--- config.mk ---
export PLATFORM = sky130hd
export DESIGN_NAME = cth_window
export DESIGN_NICKNAME = d
export VERILOG_FILES = /design/src/cth_pkg.sv /design/src/cth_window.sv
export SDC_FILE = /design/constraint.sdc
export NUM_CORES = 2
export LEC_CHECK = 0
export BUFFER_PORTS_ARGS = -buffer_cell sky130_fd_sc_hd__buf_2
export CAP_MARGIN = 20
export CORE_MARGIN = 4
export CORE_UTILIZATION = 60
export DETAILED_ROUTE_END_ITERATION = 7
export GPL_TIMING_DRIVEN = 0
export PLACE_DENSITY_LB_ADDON = 0.15
export SYNTH_ARGS = -nofsm -noshare
export SYNTH_HDL_FRONTEND = slang
export SYNTH_SLANG_ARGS = --single-unit
--- constraint.sdc ---
create_clock -name clk_i -period 7 [get_ports clk_i]
set_input_delay 1.05 -clock clk_i [delete_from_list [all_inputs] [get_ports clk_i]]
set_output_delay 1.05 -clock clk_i [all_outputs]
set_load 0.01 [all_outputs]
--- src/cth_pkg.sv ---
// cth_pkg: shared constants, codes and types of the circular top-hat threshold block
`timescale 1ns / 1ps

package cth_pkg;

  // default build sizes
  localparam int MAX_WIDTH_DEF   = 1024;
  localparam int MAX_HEIGHT_DEF  = 1024;
  localparam int MAX_RADIUS_DEF  = 7;
  localparam int SAMPLE_BITS_DEF = 16;

  // configuration port
  localparam int CFG_INDEX_BITS = 2;
  localparam int CFG_DATA_BITS  = 11;
  localparam int CFG_DIM_BITS   = 11;
  localparam int CFG_RAD_BITS   = 3;

  localparam logic [CFG_INDEX_BITS-1:0] CFG_IMAGE_WIDTH   = 2'd0;
  localparam logic [CFG_INDEX_BITS-1:0] CFG_IMAGE_HEIGHT  = 2'd1;
  localparam logic [CFG_INDEX_BITS-1:0] CFG_WINDOW_RADIUS = 2'd2;

  localparam logic [CFG_DIM_BITS-1:0] RST_IMAGE_WIDTH   = 11'd1024;
  localparam logic [CFG_DIM_BITS-1:0] RST_IMAGE_HEIGHT  = 11'd1024;
  localparam logic [CFG_RAD_BITS-1:0] RST_WINDOW_RADIUS = 3'd3;

  // input item kinds
  localparam logic KIND_PIXEL = 1'b0;
  localparam logic KIND_FLUSH = 1'b1;

  // window unit status toward the sequencer
  typedef struct packed {
    logic rd_en;
    logic done;
  } win_stat_t;

endpackage

--- src/cth_window.sv ---
// cth_window: column-by-column sweep of the circular window, masking and accumulation
`timescale 1ns / 1ps

module cth_window import cth_pkg::*; #(
  parameter int MAX_WIDTH   = MAX_WIDTH_DEF,
  parameter int MAX_HEIGHT  = MAX_HEIGHT_DEF,
  parameter int MAX_RADIUS  = MAX_RADIUS_DEF,
  parameter int SAMPLE_BITS = SAMPLE_BITS_DEF,
  localparam int SLOTS     = 2 * MAX_RADIUS + 1,
  localparam int SLOT_BITS = $clog2(SLOTS),
  localparam int COL_BITS  = $clog2(MAX_WIDTH),
  localparam int DIM_BITS  = $clog2(MAX_WIDTH + 1),
  localparam int ROW_BITS  = $clog2(MAX_HEIGHT + 1),
  localparam int RAD_BITS  = $clog2(MAX_RADIUS + 1),
  localparam int CNT_BITS  = $clog2(SLOTS * SLOTS + 1),
  localparam int SUM_BITS  = SAMPLE_BITS - 1 + CNT_BITS
) (
  input  logic                          clk_i,
  input  logic                          rst_ni,
  input  logic                          start_i,
  input  logic [SLOT_BITS-1:0]          out_slot_i,
  input  logic [ROW_BITS-1:0]           out_row_i,
  input  logic [COL_BITS-1:0]           out_col_i,
  input  logic [DIM_BITS-1:0]           width_i,
  input  logic [ROW_BITS-1:0]           height_i,
  input  logic [RAD_BITS-1:0]           radius_i,
  output win_stat_t                     stat_o,
  output logic [COL_BITS-1:0]           rd_addr_o,
  input  logic signed [SAMPLE_BITS-1:0] rd_data_i [SLOTS],
  output logic [SUM_BITS-1:0]           sum_o,
  output logic [CNT_BITS-1:0]           cnt_o,
  output logic signed [SAMPLE_BITS-1:0] center_o
);

  localparam int SQ_BITS  = 2 * RAD_BITS + 1;
  localparam int GEO_BITS = (ROW_BITS > SLOT_BITS ? ROW_BITS : SLOT_BITS) + 2;
  localparam int XW       = (COL_BITS > RAD_BITS ? COL_BITS : RAD_BITS) + 2;

  typedef enum logic [1:0] {
    W_IDLE,
    W_SETUP,
    W_SWEEP,
    W_DRAIN
  } phase_e;

  phase_e                         phase_q;
  logic signed [RAD_BITS:0]       dx_q;
  logic [SQ_BITS-1:0]             rsq_q;
  logic [SLOTS-1:0]               row_ok_q;
  logic [SQ_BITS-1:0]             dysq_q [SLOTS];
  logic                           v1_q;
  logic                           col_ok1_q;
  logic [SQ_BITS-1:0]             dxsq1_q;
  logic                           ctr1_q;
  logic                           v2_q;
  logic [SAMPLE_BITS-2:0]         val2_q [SLOTS];
  logic [SLOTS-1:0]               take2_q;
  logic [SUM_BITS-1:0]            sum_q;
  logic [CNT_BITS-1:0]            cnt_q;
  logic signed [SAMPLE_BITS-1:0]  center_q;

  logic [SLOTS-1:0]               row_ok_d;
  logic [SQ_BITS-1:0]             dysq_d [SLOTS];
  logic [SLOTS-1:0]               take1;
  logic signed [XW-1:0]           x_pos;
  logic                           col_ok;
  logic signed [SQ_BITS:0]        dx_w;
  logic [SQ_BITS-1:0]             dxsq;
  logic signed [RAD_BITS:0]       r_s;
  logic [SUM_BITS-1:0]            col_sum;
  logic [CNT_BITS-1:0]            col_cnt;
  logic                           sweep_end;
  logic                           drained;

  assign r_s       = $signed({1'b0, radius_i});
  assign sweep_end = (dx_q == r_s);
  assign drained   = !v1_q && !v2_q;

  // column position of the current sweep step
  always_comb begin
    x_pos  = $signed(XW'(out_col_i)) + XW'(dx_q);
    col_ok = !x_pos[XW-1] && (x_pos < $signed(XW'(width_i)));
    dx_w   = (SQ_BITS + 1)'(dx_q);
    dxsq   = SQ_BITS'(dx_w * dx_w);
  end

  assign rd_addr_o    = x_pos[COL_BITS-1:0];
  assign stat_o.rd_en = (phase_q == W_SWEEP);
  assign stat_o.done  = (phase_q == W_DRAIN) && drained;

  for (genvar s = 0; s < SLOTS; s++) begin : g_lane
    logic signed [GEO_BITS-1:0] dlt;
    logic signed [GEO_BITS-1:0] dlt_w;
    logic signed [GEO_BITS-1:0] dy;
    logic signed [GEO_BITS-1:0] yrow;
    logic signed [GEO_BITS-1:0] rad_g;
    logic signed [SQ_BITS:0]    dy_w;
    logic [SQ_BITS:0]           dist_sq;

    // row offset of this slot relative to the center row
    always_comb begin
      dlt   = $signed(GEO_BITS'(s)) - $signed(GEO_BITS'(out_slot_i));
      dlt_w = (dlt < 0) ? dlt + $signed(GEO_BITS'(SLOTS)) : dlt;
      dy    = (dlt_w > $signed(GEO_BITS'(MAX_RADIUS))) ? dlt_w - $signed(GEO_BITS'(SLOTS))
                                                        : dlt_w;
      yrow  = $signed(GEO_BITS'(out_row_i)) + dy;
      rad_g = $signed(GEO_BITS'(radius_i));
      dy_w  = (SQ_BITS + 1)'(dy);
      row_ok_d[s] = (dy >= -rad_g) && (dy <= rad_g) && (yrow >= 0) &&
                    (yrow < $signed(GEO_BITS'(height_i)));
      dysq_d[s]   = SQ_BITS'(dy_w * dy_w);
    end

    always_comb begin
      dist_sq  = (SQ_BITS + 1)'(dxsq1_q) + (SQ_BITS + 1)'(dysq_q[s]);
      take1[s] = col_ok1_q && row_ok_q[s] && (dist_sq <= (SQ_BITS + 1)'(rsq_q)) &&
                 (rd_data_i[s] > 0);
    end
  end

  always_comb begin
    col_sum = '0;
    for (int s = 0; s < SLOTS; s++) begin
      col_sum = col_sum + SUM_BITS'(val2_q[s]);
    end
    col_cnt = CNT_BITS'($countones(take2_q));
  end

  always_ff @(posedge clk_i or negedge rst_ni) begin
    if (!rst_ni) begin
      phase_q   <= W_IDLE;
      dx_q      <= '0;
      rsq_q     <= '0;
      row_ok_q  <= '0;
      v1_q      <= 1'b0;
      col_ok1_q <= 1'b0;
      dxsq1_q   <= '0;
      ctr1_q    <= 1'b0;
      v2_q      <= 1'b0;
      take2_q   <= '0;
      sum_q     <= '0;
      cnt_q     <= '0;
      center_q  <= '0;
      for (int s = 0; s < SLOTS; s++) begin
        dysq_q[s] <= '0;
        val2_q[s] <= '0;
      end
    end else begin
      v1_q <= (phase_q == W_SWEEP);
      v2_q <= v1_q;

      unique case (phase_q)
        W_IDLE: begin
          if (start_i) begin
            phase_q <= W_SETUP;
          end
        end
        W_SETUP: begin
          row_ok_q <= row_ok_d;
          for (int s = 0; s < SLOTS; s++) begin
            dysq_q[s] <= dysq_d[s];
          end
          rsq_q   <= SQ_BITS'(radius_i) * SQ_BITS'(radius_i);
          dx_q    <= -r_s;
          sum_q   <= '0;
          cnt_q   <= '0;
          phase_q <= W_SWEEP;
        end
        W_SWEEP: begin
          col_ok1_q <= col_ok;
          dxsq1_q   <= dxsq;
          ctr1_q    <= (dx_q == '0);
          dx_q      <= dx_q + 1'b1;
          if (sweep_end) begin
            phase_q <= W_DRAIN;
          end
        end
        W_DRAIN: begin
          if (drained) begin
            phase_q <= W_IDLE;
          end
        end
      endcase

      // read data of the previous step: mask and register
      if (v1_q) begin
        take2_q <= take1;
        for (int s = 0; s < SLOTS; s++) begin
          val2_q[s] <= take1[s] ? rd_data_i[s][SAMPLE_BITS-2:0] : '0;
        end
        if (ctr1_q) begin
          center_q <= rd_data_i[out_slot_i];
        end
      end

      if (v2_q) begin
        sum_q <= sum_q + col_sum;
        cnt_q <= cnt_q + col_cnt;
      end
    end
  end

  assign sum_o    = sum_q;
  assign cnt_o    = cnt_q;
  assign center_o = center_q;

endmodule

==> flow_summary.ini <==
[timing]
setup_slack_ns = 0.1019
fin_skew_ns = 0.02879
max_freq_ghz = 0.1450
tightest_slew_ns = 1.191
fin_crit_sh_pct = 98.54
slew_headroom_pct = 20.60
period_needed_ns = 6.898
rsz0062_at_grt = true
whs_ns = 0.3199
setup_violations = 0
hold_viol_final = 0
drv_slew = 0

[worst_setup_path]
r2r_slack_ns = 0.33
end_kind = flop
cp-endpoint = dysq_q[41]
critPathMaxStageDelay_ns = 0.55
crit_start = out_slot_i[2]
worstPathArrival_ns = 7.41
critPathSlowestCell = fa_1
crit_type = input port to flop
ff2ff_path_depth = 18
path_max_fanout = 16
r2r_start = sum_o[2]
cp-start-kind = input port
critical_path_required_ns = 7.51
worstReg2RegEnd = sum_o[16]

[final_layout]
syn2layout_area_growth_pct = 13.33
nets = 7895
final_common_cell = ha_1
final_util_pct = 68.91
drive_gt1_share_pct = 14.85
final_cell_mix = ha_1 (954), inv_1 (566), dfrtp_1 (413)

[yosys]
syn_area_um2 = 54980
yosysWarningCount = 0
async_reset_ff_share_pct = 100.0
synth-seq-cells = 413
synthesis.nets = 7397
synth-seq-area-share_pct = 18.80
synth.distinct_cells = 118
synth_edf_count = 0
synth_ff_type = dfrtp_1
syn-mean-instance-area_um2 = 9.429
synthCells = 5831

[clock_network]
cts_tree = done
h-tree-depth = 2
clock_latency_ns = 0.64
cts_made_buffers = 50
clock_sinks = 413
clockRootBuffer = clkbuf_16
cts.path.max_buffers = 3
ctsHoldBuffers = 0
clk_pin_slew_ns = 0.06

[power]
leakage_uw = 0.03092
vdd_drop_max_mv = 0.2241
design_power_total_uw = 19680
powerDensity_nw_per_um2 = 315.9

[floorplan]
fp.dieW_um = 310.7
floorplan.initialDensity_pct = 60.81
die_h_um = 310.7
core_area_um2 = 90420
ios = 352
row_count = 110
die_area_um2 = 96540

[global_routing]
grtUsageMet3_pct = 7.752
grt_max_degree = 106
grt_pass1_vias = 49270
grt_overflow = 0
grt-busiest-layer = met2
grt_use_met1_pct = 52.32
grt_usage_pct = 42.91
grt_pass1_wl_mm = 313.4
grt_antenna_before_repair = 13
use_met2_pct = 68.32

[detailed_routing]
routed_wl_mm = 214.1
drtPass1Iterations = 6
viasPerCell = 6.666
first_iter_violations = 4989
drcViolationCount = 0
num_vias = 50320
drtAntennaViolNets = 0
routedWlPerCell_um = 28.36

[min_path]
hp-class = input port to async pin

[flow_run]
max_cap_violations = 0

[place]
place_ws_ns = -2.601
io_buffer_count = 351
dp_hpwl_mm = 170.2
gp_congestion = 1.038

[status]
status = completed
## where the power goes
part | leakage (µW) | switching (µW) | internal [µW]
combinational | 0.0246 | 7630 | 5850
clock | 0.000815 | 1210 | 1540
sequential | 0.00550 | 608 | 2840
total | 0.0309 | 9450 | 10200
## synthesized netlist by cell type, types with 36 or more instances
cell	number	area [µm²]
a211oi_1	55	412.9
a21o_1	205	1539
a21oi_1	326	1632
a22o_1	222	1944
a31oi_1	65	406.6
and2_1	49	306.5
clkbuf_1	125	469.2
dfrtp_1	413	10330
fa_1	300	6006
ha_1	973	12170
inv_1	578	2170
mux2_2	72	810.8
mux2i_1	49	490.5
mux4_2	64	1441
nand2_1	248	930.9
nand2b_1	74	462.9
nand3_1	103	515.5
nand4_1	65	406.6
nor2_1	303	1137
nor2b_1	94	588.1
nor3_1	117	585.6
nor4_1	69	431.7
o211ai_1	36	270.3
o21a_1	45	337.8
o21ai_0	245	1226
xnor2_1	278	2435
xor2_1	84	735.7
## repair_timing
| item | CTS | global route |
|---|---|---|
| hold endpoints to repair | 0 | 0 |
| resized for setup | 125 | 130 |
| cloned | 0 | 1 |
| pin swaps | 11 | 23 |
| endpoints found under the setup margin | 70 | 31 |
| setup buffers | 26 | 38 |
## registers in the layout (all words and copies together) (netlist names), 6 cells and up
| name | count |
|---|---|
| val2_q | 225 |
| dxsq1_q | 6 |
| center_o | 16 |
| row_ok_q | 15 |
| take2_q | 15 |
| sum_o | 23 |
| dysq_q | 90 |
| cnt_o | 8 |
## worst max-delay path: cells and delay by family
| family | cells | cell delay, ns |
|---|---|---|
| adders and majority gates | 6 | 2.13 |
| muxes | 1 | 0.29 |
| buffers and inverters | 9 | 1.28 |
| and+or+nand+nor | 4 | 0.80 |
| AOI/OAI and AO/OA | 3 | 0.83 |
| xor gates and xnor gates | 4 | 1.00 |
## metrics by stage
step | instances | setup TNS [ns] | area [µm²]
finish | 7548 | 0 | 62310
global route | 7542 | -0.1399 | 62290
CTS | 7500 | 0 | 61370
detailed placement | 7392 | -107.82 | 58900
global placement | 7358 | -1716.17 | 58210
floorplan | 5831 | 0 | 54980
## worst min path at each step
stage                      start   endpoint  cells after the start
after floorplan             v1_q       v2_q                      0
after global placement      v1_q       v2_q                      0
after detailed placement    v1_q       v2_q                      0
after CTS                 rst_ni  sum_o[21]                      1
after global routing      rst_ni  sum_o[20]                      1
final                     rst_ni  sum_o[20]                      1
## cells by family after synthesis
family,share of synthesized area (%)
flip-flops,18.80
multiplexers,5.066
AO/OA/AOI/OAI,19.25
buffers and inverters,5.562
AND/OR/NAND/NOR,12.14
adder cells (fa/ha/maj),33.08
XOR/XNOR,6.106
## cell type report
class	instances	area, µm²
fill	7310	28110
multi-input combinational	4644	42650
sequential	413	10330
tap	1176	1471
clock buffer	64	1374
buffer	180	970.9
inverter	587	2223
clock inverter	23	282.8
antenna	8	20.02
timing repair buffer	453	2985
## metal layers
metal / vias up / wire (µm)
met5: - / 54
met4: 8 / 20570
met3: 846 / 19550
met2: 2744 / 94980
met1: 24450 / 78910
li1: 22270 / -
Power figures use the tool's default switching activity.
